## src/rtl/stuffed_frame_receiver_crc16_assert.svh

```systemverilog
// Assertion macros used by the frame receiver top module.
`ifndef STUFFED_FRAME_RECEIVER_CRC16_ASSERT_SVH
`define STUFFED_FRAME_RECEIVER_CRC16_ASSERT_SVH

// A property that must hold at every clock edge outside reset.
`define SFR_ASSERT_NOW(name, cond, msg) \
	name: assert property (@(posedge clk) disable iff (!arst_n) (cond)) \
		else $error(msg);

// A trigger in one cycle that requires a condition in the next cycle.
`define SFR_ASSERT_NEXT(name, trig, cond, msg) \
	name: assert property (@(posedge clk) disable iff (!arst_n) (trig) |=> (cond)) \
		else $error(msg);

`endif

```

## src/rtl/sfr_pkg.sv

```systemverilog
// Shared types, constants and the CRC step function of the frame receiver.
`default_nettype none

package sfr_pkg;

	localparam int BYTE_W      = 8;
	localparam int CRC_W       = 16;
	localparam int LEN_W       = 16;
	localparam int STATUS_W    = 4;
	localparam int CFG_INDEX_W = 1;
	localparam int CFG_DATA_W  = 16;
	localparam int QUEUE_DEPTH = 2;

	localparam logic [BYTE_W-1:0] MARKER_RESET = 8'd126;
	localparam logic [CRC_W-1:0]  MASK_RESET   = 16'hA001;
	localparam logic [LEN_W-1:0]  CRC_BYTES    = 16'd2;

	// Configuration register indexes.
	localparam logic [CFG_INDEX_W-1:0] CFG_FRAME_MARKER = 1'b0;
	localparam logic [CFG_INDEX_W-1:0] CFG_CRC_MASK     = 1'b1;

	// Result status codes.
	localparam logic [STATUS_W-1:0] ST_IDLE     = 4'd0;
	localparam logic [STATUS_W-1:0] ST_MARKER   = 4'd1;
	localparam logic [STATUS_W-1:0] ST_HEADER   = 4'd2;
	localparam logic [STATUS_W-1:0] ST_PAYLOAD  = 4'd3;
	localparam logic [STATUS_W-1:0] ST_CRC_BYTE = 4'd4;
	localparam logic [STATUS_W-1:0] ST_OK       = 4'd5;
	localparam logic [STATUS_W-1:0] ST_CRC_ERR  = 4'd6;
	localparam logic [STATUS_W-1:0] ST_LEN_ERR  = 4'd7;
	localparam logic [STATUS_W-1:0] ST_RESTART  = 4'd8;

	// What the front end decided about one line byte.
	typedef enum logic [1:0] {
		OP_MARK,
		OP_DATA,
		OP_START
	} sfr_op_t;

	typedef struct packed {
		sfr_op_t           op;
		logic [BYTE_W-1:0] data;
	} sfr_item_t;

	// Reflected CRC over one byte, least significant bit first.
	function automatic logic [CRC_W-1:0] crc16_byte(
		input logic [CRC_W-1:0]  crc_in,
		input logic [BYTE_W-1:0] data,
		input logic [CRC_W-1:0]  mask
	);
		logic [CRC_W-1:0] crc;
		crc = crc_in;
		for (int i = 0; i < BYTE_W; i++) begin
			if (crc[0] ^ data[i]) begin
				crc = (crc >> 1) ^ mask;
			end else begin
				crc = crc >> 1;
			end
		end
		return crc;
	endfunction

endpackage

`default_nettype wire

```

## src/rtl/sfr_ifs.sv

```systemverilog
// Stream interfaces for the line byte input and the result output.
`default_nettype none

interface sfr_byte_if;
	logic                       valid;
	logic                       ready;
	logic [sfr_pkg::BYTE_W-1:0] byte_in;

	modport source (output valid, output byte_in, input ready);
	modport sink (input valid, input byte_in, output ready);
endinterface

interface sfr_result_if;
	logic                         valid;
	logic                         ready;
	logic [sfr_pkg::STATUS_W-1:0] status;
	logic [sfr_pkg::BYTE_W-1:0]   payload_byte;
	logic                         payload_valid;
	logic                         receiving;
	logic [sfr_pkg::LEN_W-1:0]    bytes_remaining;

	modport source (
		output valid, output status, output payload_byte, output payload_valid,
		output receiving, output bytes_remaining, input ready
	);
	modport sink (
		input valid, input status, input payload_byte, input payload_valid,
		input receiving, input bytes_remaining, output ready
	);
endinterface

`default_nettype wire

```

## src/rtl/sfr_front.sv

```systemverilog
// Destuffing front end: sorts each line byte into marker, data or frame start.
`default_nettype none

module sfr_front (
	input  wire logic                       clk,
	input  wire logic                       arst_n,
	input  wire logic [sfr_pkg::BYTE_W-1:0] frame_marker,
	sfr_byte_if.sink                        rx_byte,
	output sfr_pkg::sfr_item_t              push_item,
	output logic                            push_valid,
	input  wire logic                       push_ready
);
	import sfr_pkg::*;

	logic marker_pending_q;
	logic is_marker;

	assign is_marker  = (rx_byte.byte_in == frame_marker);
	assign push_valid = rx_byte.valid;
	assign rx_byte.ready = push_ready;

	always_comb begin
		push_item.data = rx_byte.byte_in;
		if (is_marker) begin
			push_item.op = marker_pending_q ? OP_DATA : OP_MARK;
		end else begin
			push_item.op = marker_pending_q ? OP_START : OP_DATA;
		end
	end

	// A lone marker is held until the next byte tells whether it was doubled.
	always_ff @(posedge clk or negedge arst_n) begin
		if (!arst_n) begin
			marker_pending_q <= 1'b0;
		end else if (rx_byte.valid && push_ready) begin
			marker_pending_q <= is_marker && !marker_pending_q;
		end
	end

endmodule

`default_nettype wire

```

## src/rtl/sfr_queue.sv

```systemverilog
// Small FIFO that decouples the destuffing front end from the frame decoder.
`default_nettype none

module sfr_queue (
	input  wire logic               clk,
	input  wire logic               arst_n,
	input  wire sfr_pkg::sfr_item_t push_item,
	input  wire logic               push_valid,
	output logic                    push_ready,
	output sfr_pkg::sfr_item_t      pop_item,
	output logic                    pop_valid,
	input  wire logic               pop_ready
);
	import sfr_pkg::*;

	localparam int AW = (QUEUE_DEPTH > 1) ? $clog2(QUEUE_DEPTH) : 1;
	localparam int CW = $clog2(QUEUE_DEPTH + 1);

	sfr_item_t       entry_q [QUEUE_DEPTH];
	logic [AW-1:0]   wr_ptr_q;
	logic [AW-1:0]   rd_ptr_q;
	logic [CW-1:0]   count_q;
	logic            do_push;
	logic            do_pop;

	assign push_ready = (count_q != CW'(QUEUE_DEPTH));
	assign pop_valid  = (count_q != '0);
	assign pop_item   = entry_q[rd_ptr_q];
	assign do_push    = push_valid && push_ready;
	assign do_pop     = pop_valid && pop_ready;

	always_ff @(posedge clk) begin
		if (do_push) begin
			entry_q[wr_ptr_q] <= push_item;
		end
	end

	always_ff @(posedge clk or negedge arst_n) begin
		if (!arst_n) begin
			wr_ptr_q <= '0;
			rd_ptr_q <= '0;
			count_q  <= '0;
		end else begin
			if (do_push) begin
				wr_ptr_q <= (wr_ptr_q == AW'(QUEUE_DEPTH - 1)) ? '0 : wr_ptr_q + 1'b1;
			end
			if (do_pop) begin
				rd_ptr_q <= (rd_ptr_q == AW'(QUEUE_DEPTH - 1)) ? '0 : rd_ptr_q + 1'b1;
			end
			if (do_push && !do_pop) begin
				count_q <= count_q + 1'b1;
			end else if (do_pop && !do_push) begin
				count_q <= count_q - 1'b1;
			end
		end
	end

endmodule

`default_nettype wire

```

## src/rtl/sfr_back.sv

```systemverilog
// Frame decoder: length header, payload with CRC, CRC compare, result register.
`default_nettype none

module sfr_back (
	input  wire logic                      clk,
	input  wire logic                      arst_n,
	input  wire logic [sfr_pkg::CRC_W-1:0] crc_mask,
	input  wire sfr_pkg::sfr_item_t        pop_item,
	input  wire logic                      pop_valid,
	output logic                           pop_ready,
	sfr_result_if.source                   result
);
	import sfr_pkg::*;

	typedef enum logic [1:0] {
		PH_WAIT,
		PH_HEADER,
		PH_PAYLOAD,
		PH_CRC
	} phase_t;

	phase_t              phase_q;
	logic                in_frame_q;
	logic                length_low_seen_q;
	logic [LEN_W-1:0]    remaining_q;
	logic [CRC_W-1:0]    crc_q;
	logic [BYTE_W-1:0]   crc_high_q;
	logic                out_valid_q;
	logic [STATUS_W-1:0] status_q;
	logic [BYTE_W-1:0]   payload_byte_q;
	logic                payload_valid_q;
	logic                receiving_q;
	logic [LEN_W-1:0]    bytes_remaining_q;

	phase_t              ph_d;
	logic                inf_d;
	logic                lls_d;
	logic [LEN_W-1:0]    rem_d;
	logic [CRC_W-1:0]    crc_d;
	logic [BYTE_W-1:0]   chb_d;
	logic [STATUS_W-1:0] st_d;
	logic                valid_d;
	logic                pop;

	assign pop_ready = !out_valid_q || result.ready;
	assign pop       = pop_valid && pop_ready;

	always_comb begin
		logic [BYTE_W-1:0] b;
		logic              restart;
		b       = pop_item.data;
		restart = 1'b0;
		ph_d    = phase_q;
		inf_d   = in_frame_q;
		lls_d   = length_low_seen_q;
		rem_d   = remaining_q;
		crc_d   = crc_q;
		chb_d   = crc_high_q;
		valid_d = 1'b0;
		st_d    = ST_IDLE;
		if (pop_item.op == OP_MARK) begin
			st_d = ST_MARKER;
		end else begin
			if (pop_item.op == OP_START) begin
				restart = in_frame_q;
				ph_d    = PH_HEADER;
				inf_d   = 1'b1;
				lls_d   = 1'b0;
				rem_d   = '0;
				crc_d   = '0;
				chb_d   = '0;
			end
			case (ph_d)
				PH_WAIT: begin
					lls_d = 1'b0;
					st_d  = ST_IDLE;
				end
				PH_HEADER: begin
					inf_d = 1'b1;
					st_d  = ST_HEADER;
					if (!lls_d) begin
						rem_d = {{(LEN_W-BYTE_W){1'b0}}, b};
						lls_d = 1'b1;
					end else begin
						rem_d = rem_d | {b, {(LEN_W-BYTE_W){1'b0}}};
						ph_d  = PH_PAYLOAD;
						crc_d = '0;
					end
				end
				PH_PAYLOAD: begin
					rem_d = rem_d - 1'b1;
					crc_d = crc16_byte(crc_d, b, crc_mask);
					if (rem_d < CRC_BYTES) begin
						// Length too short to hold the CRC: drop the frame.
						st_d  = ST_LEN_ERR;
						ph_d  = PH_WAIT;
						inf_d = 1'b0;
						lls_d = 1'b0;
						rem_d = '0;
						crc_d = '0;
						chb_d = '0;
					end else begin
						if (rem_d == CRC_BYTES) begin
							ph_d = PH_CRC;
						end
						valid_d = 1'b1;
						st_d    = ST_PAYLOAD;
					end
				end
				PH_CRC: begin
					if (rem_d != '0) begin
						chb_d = b;
						rem_d = '0;
						st_d  = ST_CRC_BYTE;
					end else begin
						st_d  = (crc_d == {chb_d, b}) ? ST_OK : ST_CRC_ERR;
						ph_d  = PH_WAIT;
						inf_d = 1'b0;
						lls_d = 1'b0;
						rem_d = '0;
						crc_d = '0;
						chb_d = '0;
					end
				end
				default: begin
					st_d = ST_IDLE;
				end
			endcase
			if (restart) begin
				st_d = ST_RESTART;
			end
		end
	end

	always_ff @(posedge clk or negedge arst_n) begin
		if (!arst_n) begin
			phase_q           <= PH_WAIT;
			in_frame_q        <= 1'b0;
			length_low_seen_q <= 1'b0;
			remaining_q       <= '0;
			crc_q             <= '0;
			crc_high_q        <= '0;
			out_valid_q       <= 1'b0;
			status_q          <= ST_IDLE;
			payload_byte_q    <= '0;
			payload_valid_q   <= 1'b0;
			receiving_q       <= 1'b0;
			bytes_remaining_q <= '0;
		end else begin
			if (pop) begin
				phase_q           <= ph_d;
				in_frame_q        <= inf_d;
				length_low_seen_q <= lls_d;
				remaining_q       <= rem_d;
				crc_q             <= crc_d;
				crc_high_q        <= chb_d;
				out_valid_q       <= 1'b1;
				status_q          <= st_d;
				payload_byte_q    <= valid_d ? pop_item.data : '0;
				payload_valid_q   <= valid_d;
				receiving_q       <= inf_d;
				bytes_remaining_q <= inf_d ? rem_d : '0;
			end else if (result.ready) begin
				out_valid_q <= 1'b0;
			end
		end
	end

	assign result.valid           = out_valid_q;
	assign result.status          = status_q;
	assign result.payload_byte    = payload_byte_q;
	assign result.payload_valid   = payload_valid_q;
	assign result.receiving       = receiving_q;
	assign result.bytes_remaining = bytes_remaining_q;

endmodule

`default_nettype wire

```

## src/rtl/stuffed_frame_receiver_crc16.sv

```systemverilog
// Byte-stuffed frame receiver with length header and CRC-16 check.
// A result passes through the queue, then the result register, after its byte's transfer.
// Throughput: one byte per cycle unless results stall; the CRC over a byte is one combinational step per cycle.
// A two-entry queue between destuffing and decoding lets each side stall on its own.
// Reset clears all decoder state and sets the marker to 126 and the CRC mask to 0xA001.
`default_nettype none

`include "stuffed_frame_receiver_crc16_assert.svh"

module stuffed_frame_receiver_crc16 (
	input  wire logic                            clk,
	input  wire logic                            arst_n,
	input  wire logic                            wr_en,
	input  wire logic [sfr_pkg::CFG_INDEX_W-1:0] wr_index,
	input  wire logic [sfr_pkg::CFG_DATA_W-1:0]  wr_data,
	sfr_byte_if.sink                             rx_byte,
	sfr_result_if.source                         result
);
	import sfr_pkg::*;

	logic [BYTE_W-1:0] frame_marker_q;
	logic [CRC_W-1:0]  crc_mask_q;
	sfr_item_t         push_item;
	logic              push_valid;
	logic              push_ready;
	sfr_item_t         pop_item;
	logic              pop_valid;
	logic              pop_ready;

	always_ff @(posedge clk or negedge arst_n) begin
		if (!arst_n) begin
			frame_marker_q <= MARKER_RESET;
			crc_mask_q     <= MASK_RESET;
		end else if (wr_en) begin
			case (wr_index)
				CFG_FRAME_MARKER: frame_marker_q <= wr_data[BYTE_W-1:0];
				CFG_CRC_MASK:     crc_mask_q     <= wr_data[CRC_W-1:0];
				default:          crc_mask_q     <= crc_mask_q;
			endcase
		end
	end

	sfr_front u_front (
		.clk          (clk),
		.arst_n       (arst_n),
		.frame_marker (frame_marker_q),
		.rx_byte      (rx_byte),
		.push_item    (push_item),
		.push_valid   (push_valid),
		.push_ready   (push_ready)
	);

	sfr_queue u_queue (
		.clk        (clk),
		.arst_n     (arst_n),
		.push_item  (push_item),
		.push_valid (push_valid),
		.push_ready (push_ready),
		.pop_item   (pop_item),
		.pop_valid  (pop_valid),
		.pop_ready  (pop_ready)
	);

	sfr_back u_back (
		.clk       (clk),
		.arst_n    (arst_n),
		.crc_mask  (crc_mask_q),
		.pop_item  (pop_item),
		.pop_valid (pop_valid),
		.pop_ready (pop_ready),
		.result    (result)
	);

	// A transferred byte must be waiting for the decoder in the next cycle.
	`SFR_ASSERT_NEXT(a_push_reaches_queue, rx_byte.valid && rx_byte.ready, pop_valid,
		"transferred byte missing from queue")
	// Input back-pressure only arises when the queue holds work.
	`SFR_ASSERT_NOW(a_stall_only_when_busy, rx_byte.ready || pop_valid,
		"input stalled with an empty queue")
	// Outside a frame no count and no payload are reported.
	`SFR_ASSERT_NOW(a_idle_result_clean,
		!result.valid || result.receiving ||
		(result.bytes_remaining == '0 && !result.payload_valid),
		"result outside a frame carries count or payload")

endmodule

`default_nettype wire

```

## src/flat_wrapper.sv

```systemverilog
// flat-port wrapper written by rule: the top's interface ports become plain ports
module stuffed_frame_receiver_crc16_flat import sfr_pkg::*;
  (clk, arst_n, wr_en, wr_index, wr_data, rx_byte_valid, rx_byte_byte_in, rx_byte_ready, result_valid, result_status, result_payload_byte, result_payload_valid, result_receiving, result_bytes_remaining, result_ready);
  sfr_byte_if rx_byte_i ();
  sfr_result_if result_i ();
  input  wire logic clk;
  input  wire logic arst_n;
  input  wire logic wr_en;
  input  wire logic [sfr_pkg::CFG_INDEX_W-1:0] wr_index;
  input  wire logic [sfr_pkg::CFG_DATA_W-1:0] wr_data;
  input wire logic [$bits(rx_byte_i.valid)-1:0] rx_byte_valid;
  input wire logic [$bits(rx_byte_i.byte_in)-1:0] rx_byte_byte_in;
  output wire logic [$bits(rx_byte_i.ready)-1:0] rx_byte_ready;
  output wire logic [$bits(result_i.valid)-1:0] result_valid;
  output wire logic [$bits(result_i.status)-1:0] result_status;
  output wire logic [$bits(result_i.payload_byte)-1:0] result_payload_byte;
  output wire logic [$bits(result_i.payload_valid)-1:0] result_payload_valid;
  output wire logic [$bits(result_i.receiving)-1:0] result_receiving;
  output wire logic [$bits(result_i.bytes_remaining)-1:0] result_bytes_remaining;
  input wire logic [$bits(result_i.ready)-1:0] result_ready;
  assign rx_byte_i.valid = rx_byte_valid;
  assign rx_byte_i.byte_in = rx_byte_byte_in;
  assign rx_byte_ready = rx_byte_i.ready;
  assign result_valid = result_i.valid;
  assign result_status = result_i.status;
  assign result_payload_byte = result_i.payload_byte;
  assign result_payload_valid = result_i.payload_valid;
  assign result_receiving = result_i.receiving;
  assign result_bytes_remaining = result_i.bytes_remaining;
  assign result_i.ready = result_ready;
  stuffed_frame_receiver_crc16 u_core (.clk(clk), .arst_n(arst_n), .wr_en(wr_en), .wr_index(wr_index), .wr_data(wr_data), .rx_byte(rx_byte_i), .result(result_i));
endmodule
```

## config.mk

```make
export PLATFORM = sky130hd
export DESIGN_NAME = stuffed_frame_receiver_crc16_flat
export DESIGN_NICKNAME = d
export VERILOG_FILES = /design/src/rtl/sfr_pkg.sv /design/src/rtl/sfr_ifs.sv /design/src/rtl/sfr_front.sv /design/src/rtl/sfr_queue.sv /design/src/rtl/sfr_back.sv /design/src/rtl/stuffed_frame_receiver_crc16.sv /design/src/flat_wrapper.sv
export VERILOG_INCLUDE_DIRS = /design/src /design/src/rtl
export SDC_FILE = /design/constraint.sdc
export NUM_CORES = 1
export LEC_CHECK = 0
export ABC_AREA = 1
export CORE_UTILIZATION = 35
export CTS_BUF_LIST = sky130_fd_sc_hd__clkbuf_8 sky130_fd_sc_hd__clkbuf_16
export CTS_CLUSTER_DIAMETER = 80
export DETAILED_ROUTE_END_ITERATION = 12
export DONT_BUFFER_PORTS = 1
export GPL_ROUTABILITY_DRIVEN = 0
export SYNTH_ARGS = -nofsm -noshare
export SYNTH_HDL_FRONTEND = slang
export SYNTH_SLANG_ARGS = --single-unit
```

## constraint.sdc

```tcl
create_clock -name clk -period 3.3 [get_ports clk]
set_input_delay 0.66 -clock clk [delete_from_list [all_inputs] [get_ports clk]]
set_output_delay 0.66 -clock clk [all_outputs]
set_load 0.01 [all_outputs]
```

* Word level (Yosys, flattened, before mapping)
Memory sizes are Yosys's and may differ from the RTL's. Cells that the tools add are included.
Word-level totals: logic and storage cells 150, register bits 103, memories kept 1, memory bits (read-only) 0, bits in writable memories 20, latch bits 0
Operators by class: $lt $le $gt $ge 1, reduce and logical (&&, ||, !) cells 19, equal/unequal tests 8, $mul 0, multiplexer cells 80, div/mod/pow operators 0, shifts and indexed selects 0, bitwise gates (word level) 19, add/sub/neg operators 5
Memories:
- u_core.u_queue.entry_q | depth 2, bits a word 10, rd ports 1, clocked after Yosys merged registers in 0, write ports 1, line sfr_queue.sv:19 | sfr_item_t entry_q [QUEUE_DEPTH];
Operators by type and width (number):
- $mux 16 | 33
- $xor 15x16->16 | 8
- $pmux 16 s3 | 2
- $mux 8 | 5
- $mux 2 | 12
- $mux 1 | 20
- $eq 16x16->1 | 1
- $eq 16x2->1 const B | 1
- $lt 16x2->1 const B | 1
- $or 16x16->16 | 1
- $pmux 4 s4 | 1
- $pmux 8 s2 | 1
- $reduce_bool 16->1 | 1
- $sub 16x1->16 const B | 1
- $eq 8x8->1 | 1
- $mux 4 | 2
- $xor 1x1->1 | 8
- $eq 2x2->1 const B | 3
- $pmux 2 s3 | 1
- $reduce_and 2->1 | 3
- $reduce_bool 2->1 | 3
- $logic_and 1x1->1 | 5
- $logic_not 1->1 | 4
- $logic_not 2->1 | 2
- 10 further kinds | 12

* Logic depth before layout (Yosys ltp)
Gate-level depths: netlist of run 1. An unclocked memory read counts as a cell.
depth after elaboration 36, mapped depth 37, gate-level depth less buffers 34

* Cells and area by module
A second synthesis of run 1 with hierarchy kept.
Unflattened totals: cells, all modules 1362, area, all modules 9281.4 µm²
Modules (own cells, without submodules):
- sfr_back | cells each 1093, times used 1, area an instance 6905.4 µm², seq. area each 1851.8 µm²
- stuffed_frame_receiver_crc16 | cells each 105, times used 1, area an instance 998.5 µm², seq. area each 611.8 µm²
- sfr_queue | cells each 81, times used 1, area an instance 974.7 µm², seq. area each 700.7 µm²
- sfr_front | cells each 83, times used 1, area an instance 402.9 µm², seq. area each 25.0 µm²

* Least setup slack after synthesis of run 1
Ideal clock, no wire load.
kind register -> register, start point register u_core.u_queue.rd_ptr_q, end point register u_core.u_back.crc_q[0], data arrival time 3.089 ns, library setup time 0.113 ns, data required time 3.187 ns, buffers on the path 5, slack 0.098 ns, cell stages (with the launch flop) 34, cell sequence dfrtp_1 buf_6 nand2_1 nand2_2 nand2_2 buf_6 nand3_2 nand2_2 nand3_1 nand2_4 nand2_1 nand2_1 nand2_1 buf_6 nand3_2 nand2_2 buf_6 nand3_4 nand2_2 nor2_1 nand2_1 nand2_4 nand2_2 nand2_4 nand2_4 nor2_1 nand2_1 nand2_2 buf_6 nand3_1 nand3_1 nand3_1 nand2_1 inv_1
Between the ends: cells in the longest elaborated chain, start to end 36, elaborated cells between the ends (all ways) 61, classes of those cells add/sub: 1; order compare: 1; eq/ne: 4; mux: 34; bitwise: 17; reduce/logical: 3; memory: 1
Ends and longest elaborated chain:
- start, declared | line sfr_queue.sv:21 | logic [AW-1:0] rd_ptr_q;
- start signal, assigned | line sfr_queue.sv:48 | rd_ptr_q <= (rd_ptr_q == AW'(QUEUE_DEPTH - 1)) ? '0 : rd_ptr_q + 1'b1;
- $mem_v2 2x10 *
- $eq 2x2->1 | line sfr_back.sv:64 | if (pop_item.op == OP_START) begin
- $mux 16 | line sfr_back.sv:64
- $mux 16 | line sfr_back.sv:61 | if (pop_item.op == OP_MARK) begin
- $xor 15x16->16 / $xor 1x1->1 (equally long branches) | line sfr_pkg.sv:55, sfr_pkg.sv:54
- $mux 16 | line sfr_pkg.sv:54 | if (crc[0] ^ data[i]) begin
- $mux 16 | line sfr_back.sv:73 | case (ph_d)
- $mux 16 | line sfr_back.sv:61
- [20 not listed]
- $xor 15x16->16 / $xor 1x1->1 (equally long branches) | line sfr_pkg.sv:55, sfr_pkg.sv:54
- $mux 16 | line sfr_pkg.sv:54
- $mux 16 | line sfr_back.sv:73
- $mux 16 | line sfr_back.sv:61
- $xor 15x16->16 / $xor 1x1->1 (equally long branches) | line sfr_pkg.sv:55, sfr_pkg.sv:54
- $mux 16 | line sfr_pkg.sv:54
- $mux 16 | line sfr_back.sv:93 | if (rem_d < CRC_BYTES) begin
- $pmux 16 s3 | line sfr_back.sv:73
- end signal, assigned | line sfr_back.sv:155 | crc_q <= crc_d;
- end, declared | line sfr_back.sv:26 | logic [CRC_W-1:0] crc_q;
Mark *: on every way between the ends. The rest lies on a longest branch, timed or not. The select of a mux whose other input is x is not followed. A chain may end at the register's enable or synchronous reset.

* Worst setup path in the final report of run 1
start point register u_core.u_queue.rd_ptr_q, end point register u_core.u_back.crc_q[8]
Between the ends: cells in the longest elaborated chain, start to end 36, elaborated cells between the ends (all ways) 61, classes of those cells add/sub: 1; order compare: 1; eq/ne: 4; mux: 34; bitwise: 17; reduce/logical: 3; memory: 1
Ends and longest elaborated chain (line):
- $mem_v2 2x10 *
- $eq 2x2->1 | sfr_back.sv:64
- $mux 16 | sfr_back.sv:64
- $mux 16 | sfr_back.sv:61
- $xor 1x1->1 / $xor 15x16->16 (equally long branches) | sfr_pkg.sv:54, sfr_pkg.sv:55
- $mux 16 | sfr_pkg.sv:54
- $mux 16 | sfr_back.sv:73
- $mux 16 | sfr_back.sv:61
- [20 not listed]
- $xor 15x16->16 / $xor 1x1->1 (equally long branches) | sfr_pkg.sv:55, sfr_pkg.sv:54
- $mux 16 | sfr_pkg.sv:54
- $mux 16 | sfr_back.sv:73
- $mux 16 | sfr_back.sv:61
- $xor 15x16->16 / $xor 1x1->1 (equally long branches) | sfr_pkg.sv:55, sfr_pkg.sv:54
- $mux 16 | sfr_pkg.sv:54
- $mux 16 | sfr_back.sv:93
- $pmux 16 s3 | sfr_back.sv:73
Marked as above.

==> results of run 1 <==
==> final timing paths <==
path	from	to	slack, ns	cells past startpoint
max	u_core.u_queue.rd_ptr_q	u_core.u_back.crc_q[8]	-0.20	29
min	arst_n	u_core.crc_mask_q[13]	0.07	0
max reg2reg	u_core.u_queue.rd_ptr_q	u_core.u_back.crc_q[8]	-0.20	29
min reg2reg	u_core.u_queue.count_q[0]	u_core.u_queue.count_q[0]	0.48	1
max in group asynchronous	arst_n	u_core.u_queue.rd_ptr_q	2.74	1
min in group clk	result_ready	u_core.u_back.result.valid	0.32	1
==> worst reg2reg max path: cells and delay by family (launching register included) <==
family | cells | cell delay [ns]
XOR/XNOR | 1 | 0.26
AO/OA/AOI/OAI | 1 | 0.21
AND/OR/NAND/NOR | 24 | 2.02
flip-flops | 1 | 0.44
buffers and inverters | 3 | 0.43
==> cells in the final DEF, fill, tap and decap left out, types with 3 or more instances in the layout <==
cell,count
buf_8,3
xnor2_2,5
buf_6,20
or2_2,15
nand2_1,310
nand3_4,6
ha_1,4
edfxtp_1,20
inv_1,129
dfrtp_1,93
nor2_4,10
nor2_2,12
a31oi_1,8
clkbuf_16,19
a21oi_2,5
dfstp_2,9
buf_12,6
inv_6,5
o211ai_1,24
o21ai_4,5
buf_4,107
nand2_8,3
a21oi_1,20
xor2_2,7
nand3_2,31
xnor2_1,42
nand3_1,76
nand4_1,9
xor2_1,40
nor2_1,76
inv_2,16
o21ai_2,20
o21ai_1,20
nand2_2,58
a22oi_2,3
o21ai_0,65
nand2_4,27
==> per-stage QoR <==
stage / utilization (%) / setup slack, ns / hold slack [ns]
floorplan: - / 0.09799 / 0.3644
global placement: 39.35 / -0.3483 / 0.3683
detailed placement: 39.35 / -0.4882 / 0.3681
CTS: 44.92 / -0.1523 / 0.06118
global route: 48.07 / -0.4456 / 0.05485
finish: 48.07 / -0.1968 / 0.07173
==> routing by layer <==
layer | part of all wire [%] | global-route usage, % | vias up | wire length [um]
met2 | 47 | 34.13 | 292 | 12920
met4 | 2.5 | 6.017 | 0 | 687
met5 | 0 | 0 | - | 0
met1 | 45 | 28.95 | 4142 | 12220
met3 | 5.7 | 3.922 | 50 | 1561
li1 | - | - | 4225 | -
==> cell usage after synthesis (3+ instances only) <==
cell type,number
xor2_1,48
buf_1,3
xnor2_1,47
nor3_1,3
edfxtp_1,20
o211ai_1,24
nand2_1,382
nand2_4,4
clkbuf_1,32
nand3_1,109
or2_2,15
inv_1,142
nor2_1,96
a21oi_1,25
o21ai_0,101
a22oi_1,4
ha_1,5
buf_2,18
a31oi_1,8
o21ai_1,8
nand4_1,9
dfrtp_1,94
dfstp_2,9
nand2_2,10
clkinv_1,3
buf_6,8
inv_2,4
==> cell type report <==
type / count / area (um2)
clock buffer: 18 / 450.4
tap: 324 / 405.4
timing repair buffer: 138 / 1246
inverter: 149 / 585.6
multi-input combinational: 930 / 5689
clock inverter: 14 / 157.7
fill: 2340 / 12670
sequential: 123 / 3191
==> timing repair <==
action	4_1_cts	5_1_grt
pin swaps	45	78
endpoints found under the setup margin	55	57
gates resized for setup	132	197
endpoints found under the hold margin	94	0
setup buffers	24	15
hold buffers	1	0
cloned	4	2
==> logic make-up after synthesis <==
| group | Yosys count | synth area share [%] |
|---|---|---|
| adder cells (fa/ha/maj) | 5 | 0.7152 |
| XOR/XNOR | 95 | 9.512 |
| flip-flops | 123 | 36.46 |
| buffers and inverters | 210 | 9.956 |
| AO/OA/AOI/OAI | 182 | 11.72 |
| AND/OR/NAND/NOR | 646 | 31.64 |
==> registers in the layout, indices dropped and copies added (netlist names), 2 cells and up <==
register,cells
u_core.u_back.result.status,4
u_core.u_back.phase_q,2
u_core.frame_marker_q,8
u_core.u_queue.entry_q,20
u_core.u_back.crc_q,16
u_core.u_back.result.payload_byte,8
u_core.u_back.crc_high_q,8
u_core.u_back.result.bytes_remaining,16
u_core.crc_mask_q,16
u_core.u_back.remaining_q,16
u_core.u_queue.count_q,2
==> impl_metrics.csv, run 1 <==
group,metric,value,unit
outcome,outcome,"finished with violations",
outcome,violations,"negative setup slack",
critical_path,path_class,"flop to flop",
grt,grt_pass1_vias,8028,
grt,grt_max_degree,95,
grt,antenna_found_initial,0,
critical_path,cpPeakStageDelay,0.44,ns
yosys,yosysTopAreaCell,"dfrtp_1",
sta,rsz0062_at_grt,"yes",
yosys,synth_edf_count,20,
detailed_routing,dr_total_vias,8709,
critical_path,end_kind,"flop",
place,placed_cell_area,9598,um2
clock_tree,cts_root_buf,"clkbuf_16",
detailed_routing,detail_route.first_pass.iterations,6,
critical_path,slowest_stage,"dfrtp_2",
place,portBuffers,0,
cells_and_area,n_antenna_cell,0,
critical_path,crit_top_cell,"nand2_4",
yosys,synth-seq-cells,123,
floorplanning,initial_core_util,35.86,%
clock_tree,cts.sinks,123,
yosys,synth_top_cell_area_share,26.89,%
floorplanning,die_area,25630,um2
detailed_routing,via_per_inst,5.135,
detailed_routing,wirelength,27.40,mm
min_path,hold_class,"input pin to asynchronous set/reset pin",
yosys,synth-seq-area-share,36.46,%
sta,max_freq,286.0,MHz
cells_and_area,syn_to_final_growth,34.04,%
sta,period_minus_slack,3.497,ns
clock_tree,numCtsBuffers,17,
grt,grtUsageTotal,21.21,%
yosys,synth_cells,1261,
cells_and_area,nets,1394,
clock_tree,htreeDepth,4,
place,dp_hpwl,18.01,mm
cells_and_area,stdcell_area,11730,um2
detailed_routing,wl_per_cell,16.15,um
clock_tree,clockBufferDepth,2,
sta,worst_slack,-0.1968,ns
yosys,ys_types,48,
grt,grt_overflow,0,
floorplanning,dieHeight,160.1,um
sta,tns,-5.312,ns
floorplanning,die_x,160.1,um
floorplanning,std_cell_rows,57,
sta,slew_headroom,38.23,%
clock_tree,clk_latency,0.43,ns
detailed_routing,ant_nets,0,
floorplanning,io_pins,62,
sta,finalCritPeriodShare,106.0,%
sta,hold_viol_final,0,
sta,slew_violations,0,
critical_path,critPathLaunchType,"flop",
sta,skew,0.01480,ns
critical_path,cp.arrival,3.81,ns
yosys,netlist_area,8747,um2
detailed_routing,drc,0,
floorplanning,core_area,24390,um2
yosys,synth_area_leaders,"dfrtp_1 27%, nand2_1 16%, edfxtp_1 6.9%",
clock_tree,clk_pin_slew,0.07,ns
critical_path,critical_path_required,3.61,ns
run,cap_violations,0,
detailed_routing,drt_iter0_markers,769,
yosys,avgSynthCellArea,6.937,um2
clock_tree,cts_tree,"built",
critical_path,path_delay_family,"simple AND/OR/NAND/NOR gates",
place,place_inst,1621,
yosys,synth_nets,1296,
yosys,yosysWarnings,0,
grt,grt_pass1_wl,43.08,mm
sta,worst_pin_slew,0.9231,ns
yosys,synthArstFlopShare,83.74,%
cells_and_area,instances_no_fill,1696,
critical_path,worstPathMaxFanout,8,
cells_and_area,drive_above_1_share,30.39,%
critical_path,critPathBufInv,3,
sta,setup_violations,42,
yosys,ys.flop_type,"dfrtp_1",
Power of run 1 is left out: the tool's default activity adds up to more than one toggle a clock period on the data nets, which glitch-free logic cannot reach.
==> run 2, diff against run 1 <==
--- a/config.mk
+++ b/config.mk
@@ -13,6 +13,7 @@
 export DETAILED_ROUTE_END_ITERATION = 12
 export DONT_BUFFER_PORTS = 1
 export GPL_ROUTABILITY_DRIVEN = 0
+export RECOVER_POWER = 50
 export SYNTH_ARGS = -nofsm -noshare
 export SYNTH_HDL_FRONTEND = slang
 export SYNTH_SLANG_ARGS = --single-unit
==> impl_metrics.csv, run 2 (synthesized netlist as in run 1, its figures left out) <==
group,metric,value,unit
sta,hold_slack,0.07225,ns
clock_tree,cts_tree,"built",
critical_path,crit_top_cell,"nand2_4",
critical_path,reg2reg_slack,-0.20,ns
clock_tree,clk_pin_slew,0.07,ns
outcome,violations,"max-capacitance violations, max-slew violations, negative setup slack",
detailed_routing,via_per_inst,5.134,
clock_tree,htreeDepth,4,
clock_tree,cts.sinks,123,
sta,skew,0.01454,ns
critical_path,critPathLaunchType,"flop",
grt,grt_pass1_wl,43.08,mm
clock_tree,numCtsBuffers,17,
critical_path,path_class,"flop to flop",
run,cap_violations,1,
critical_path,cpPeakStageDelay,0.45,ns
detailed_routing,wirelength,27.47,mm
floorplanning,core_area,24390,um2
floorplanning,die_x,160.1,um
grt,antenna_found_initial,0,
sta,worst_pin_slew,2.475,ns
detailed_routing,detail_route.first_pass.iterations,6,
cells_and_area,regArea,3191,um2
critical_path,end_kind,"flop",
floorplanning,std_cell_rows,57,
floorplanning,initial_core_util,35.86,%
place,dp_hpwl,18.01,mm
critical_path,reg2reg_depth,29,
cells_and_area,top_register,"u_core.u_queue.entry_q",
critical_path,path_delay_family,"simple AND/OR/NAND/NOR gates",
sta,hold_viol_final,0,
outcome,outcome,"finished with violations",
detailed_routing,wl_per_cell,16.19,um
sta,worst_slack,-0.1963,ns
cells_and_area,syn_to_final_growth,33.79,%
sta,setup_violations,40,
critical_path,critPathBufInv,3,
sta,slew_headroom,-64.98,%
cells_and_area,nets,1394,
sta,rsz0062_at_grt,"yes",
cells_and_area,mostFrequentLayoutCell,"nand2_1",
cells_and_area,final_cell_mix,"310 x nand2_1, 129 x inv_1, 107 x buf_4, 93 x dfrtp_1",
min_path,hold_class,"input pin to asynchronous set/reset pin",
cells_and_area,drive_above_1_share,30.39,%
cells_and_area,fillCellCount,2343,
cells_and_area,multi_input_area,5689,um2
floorplanning,io_pins,62,
sta,finalCritPeriodShare,105.9,%
critical_path,worstPathMaxFanout,8,
clock_tree,clockBufferDepth,2,
critical_path,cp.arrival,3.81,ns
critical_path,critical_path_required,3.61,ns
detailed_routing,drt_iter0_markers,745,
place,portBuffers,0,
detailed_routing,drc,0,
grt,grt_pass1_vias,8028,
cells_and_area,largest_register_ffs,20,
critical_path,reg2reg_from,"u_core.u_queue.rd_ptr_q",
detailed_routing,dr_total_vias,8708,
cells_and_area,n_antenna_cell,0,
grt,grtUsageTotal,21.21,%
floorplanning,die_area,25630,um2
floorplanning,dieHeight,160.1,um
detailed_routing,ant_nets,0,
sta,max_freq,286.0,MHz
clock_tree,clk_latency,0.43,ns
grt,grt_max_degree,95,
clock_tree,cts_root_buf,"clkbuf_16",
sta,period_minus_slack,3.496,ns
critical_path,slowest_stage,"dfrtp_2",
sta,slew_violations,95,
critical_path,reg2reg_to,"u_core.u_back.crc_q[8]",
grt,grt_overflow,0,
## run 2: cell count changes in the layout (fill, tap and decap cells not counted), sizes merged
cell,previous run,this run
clkbuf,19,20
buf,137,136
## run 2: worst register-to-register path, delay by kind of cell, from the launching register on
| family | cells | cell delay, ns |
|---|---|---|
| AO/OA/AOI/OAI | 1 | 0.21 |
| AND/OR/NAND/NOR | 24 | 2.05 |
| XOR/XNOR | 1 | 0.23 |
| flip-flops | 1 | 0.45 |
| buffers and inverters | 3 | 0.43 |
## run 2: repair_timing
action	in CTS	in global routing
hold buffers	1	0
cloned	4	2
pin swaps	45	78
buffers inserted	24	15
endpoints found under the hold margin	94	0
endpoints found under the setup margin	55	57
resized for setup	132	197
## run 2: layout make-up
class	instances	share of cell area (%)
Inverter	149	5.004
Clock buffer	18	3.849
Multi-Input combinational cell	930	48.62
Sequential cell	123	27.26
Timing Repair Buffer	138	10.46
Tap cell	324	3.464
Clock inverter	14	1.347
## run 2: worst max-delay path by stage
stage	start	end	slack [ns]	cells past startpoint
floorplan	u_core.u_queue.rd_ptr_q	u_core.u_back.crc_q[0]	0.1	33
global placement	u_core.u_queue.rd_ptr_q	u_core.u_back.crc_q[7]	-0.35	32
detailed placement	u_core.u_queue.rd_ptr_q	u_core.u_back.crc_q[7]	-0.49	33
CTS	u_core.u_queue.rd_ptr_q	u_core.u_back.crc_q[0]	-0.15	32
global route	u_core.u_queue.rd_ptr_q	u_core.u_back.crc_q[2]	-0.45	30
finish	u_core.u_queue.rd_ptr_q	u_core.u_back.crc_q[8]	-0.20	29
## run 2: metal layers
layer  wire length [um]  track usage, %
met1              12370           28.95
met4                727           6.017
met2              12950           34.13
met3               1413           3.922
met5                  0               0
## run 2: per-stage QoR
| step | cell area [um2] | setup slack (ns) | utilization, % | TNS [ns] | cells |
|---|---|---|---|---|---|
| 2_1_floorplan | 8747 | 0.09799 | - | 0 | 1261 |
| 3_3_place_gp | 9598 | -0.3483 | 39.35 | -10.81 | 1621 |
| 3_5_place_dp | 9598 | -0.4882 | 39.35 | -18.87 | 1621 |
| 4_1_cts | 10960 | -0.1523 | 44.92 | -3.324 | 1682 |
| 5_1_grt | 11700 | -0.4456 | 47.98 | -14.39 | 1696 |
| 6_report | 11700 | -0.1963 | 47.98 | -5.083 | 1696 |
Power of run 2 is left out for the same reason.
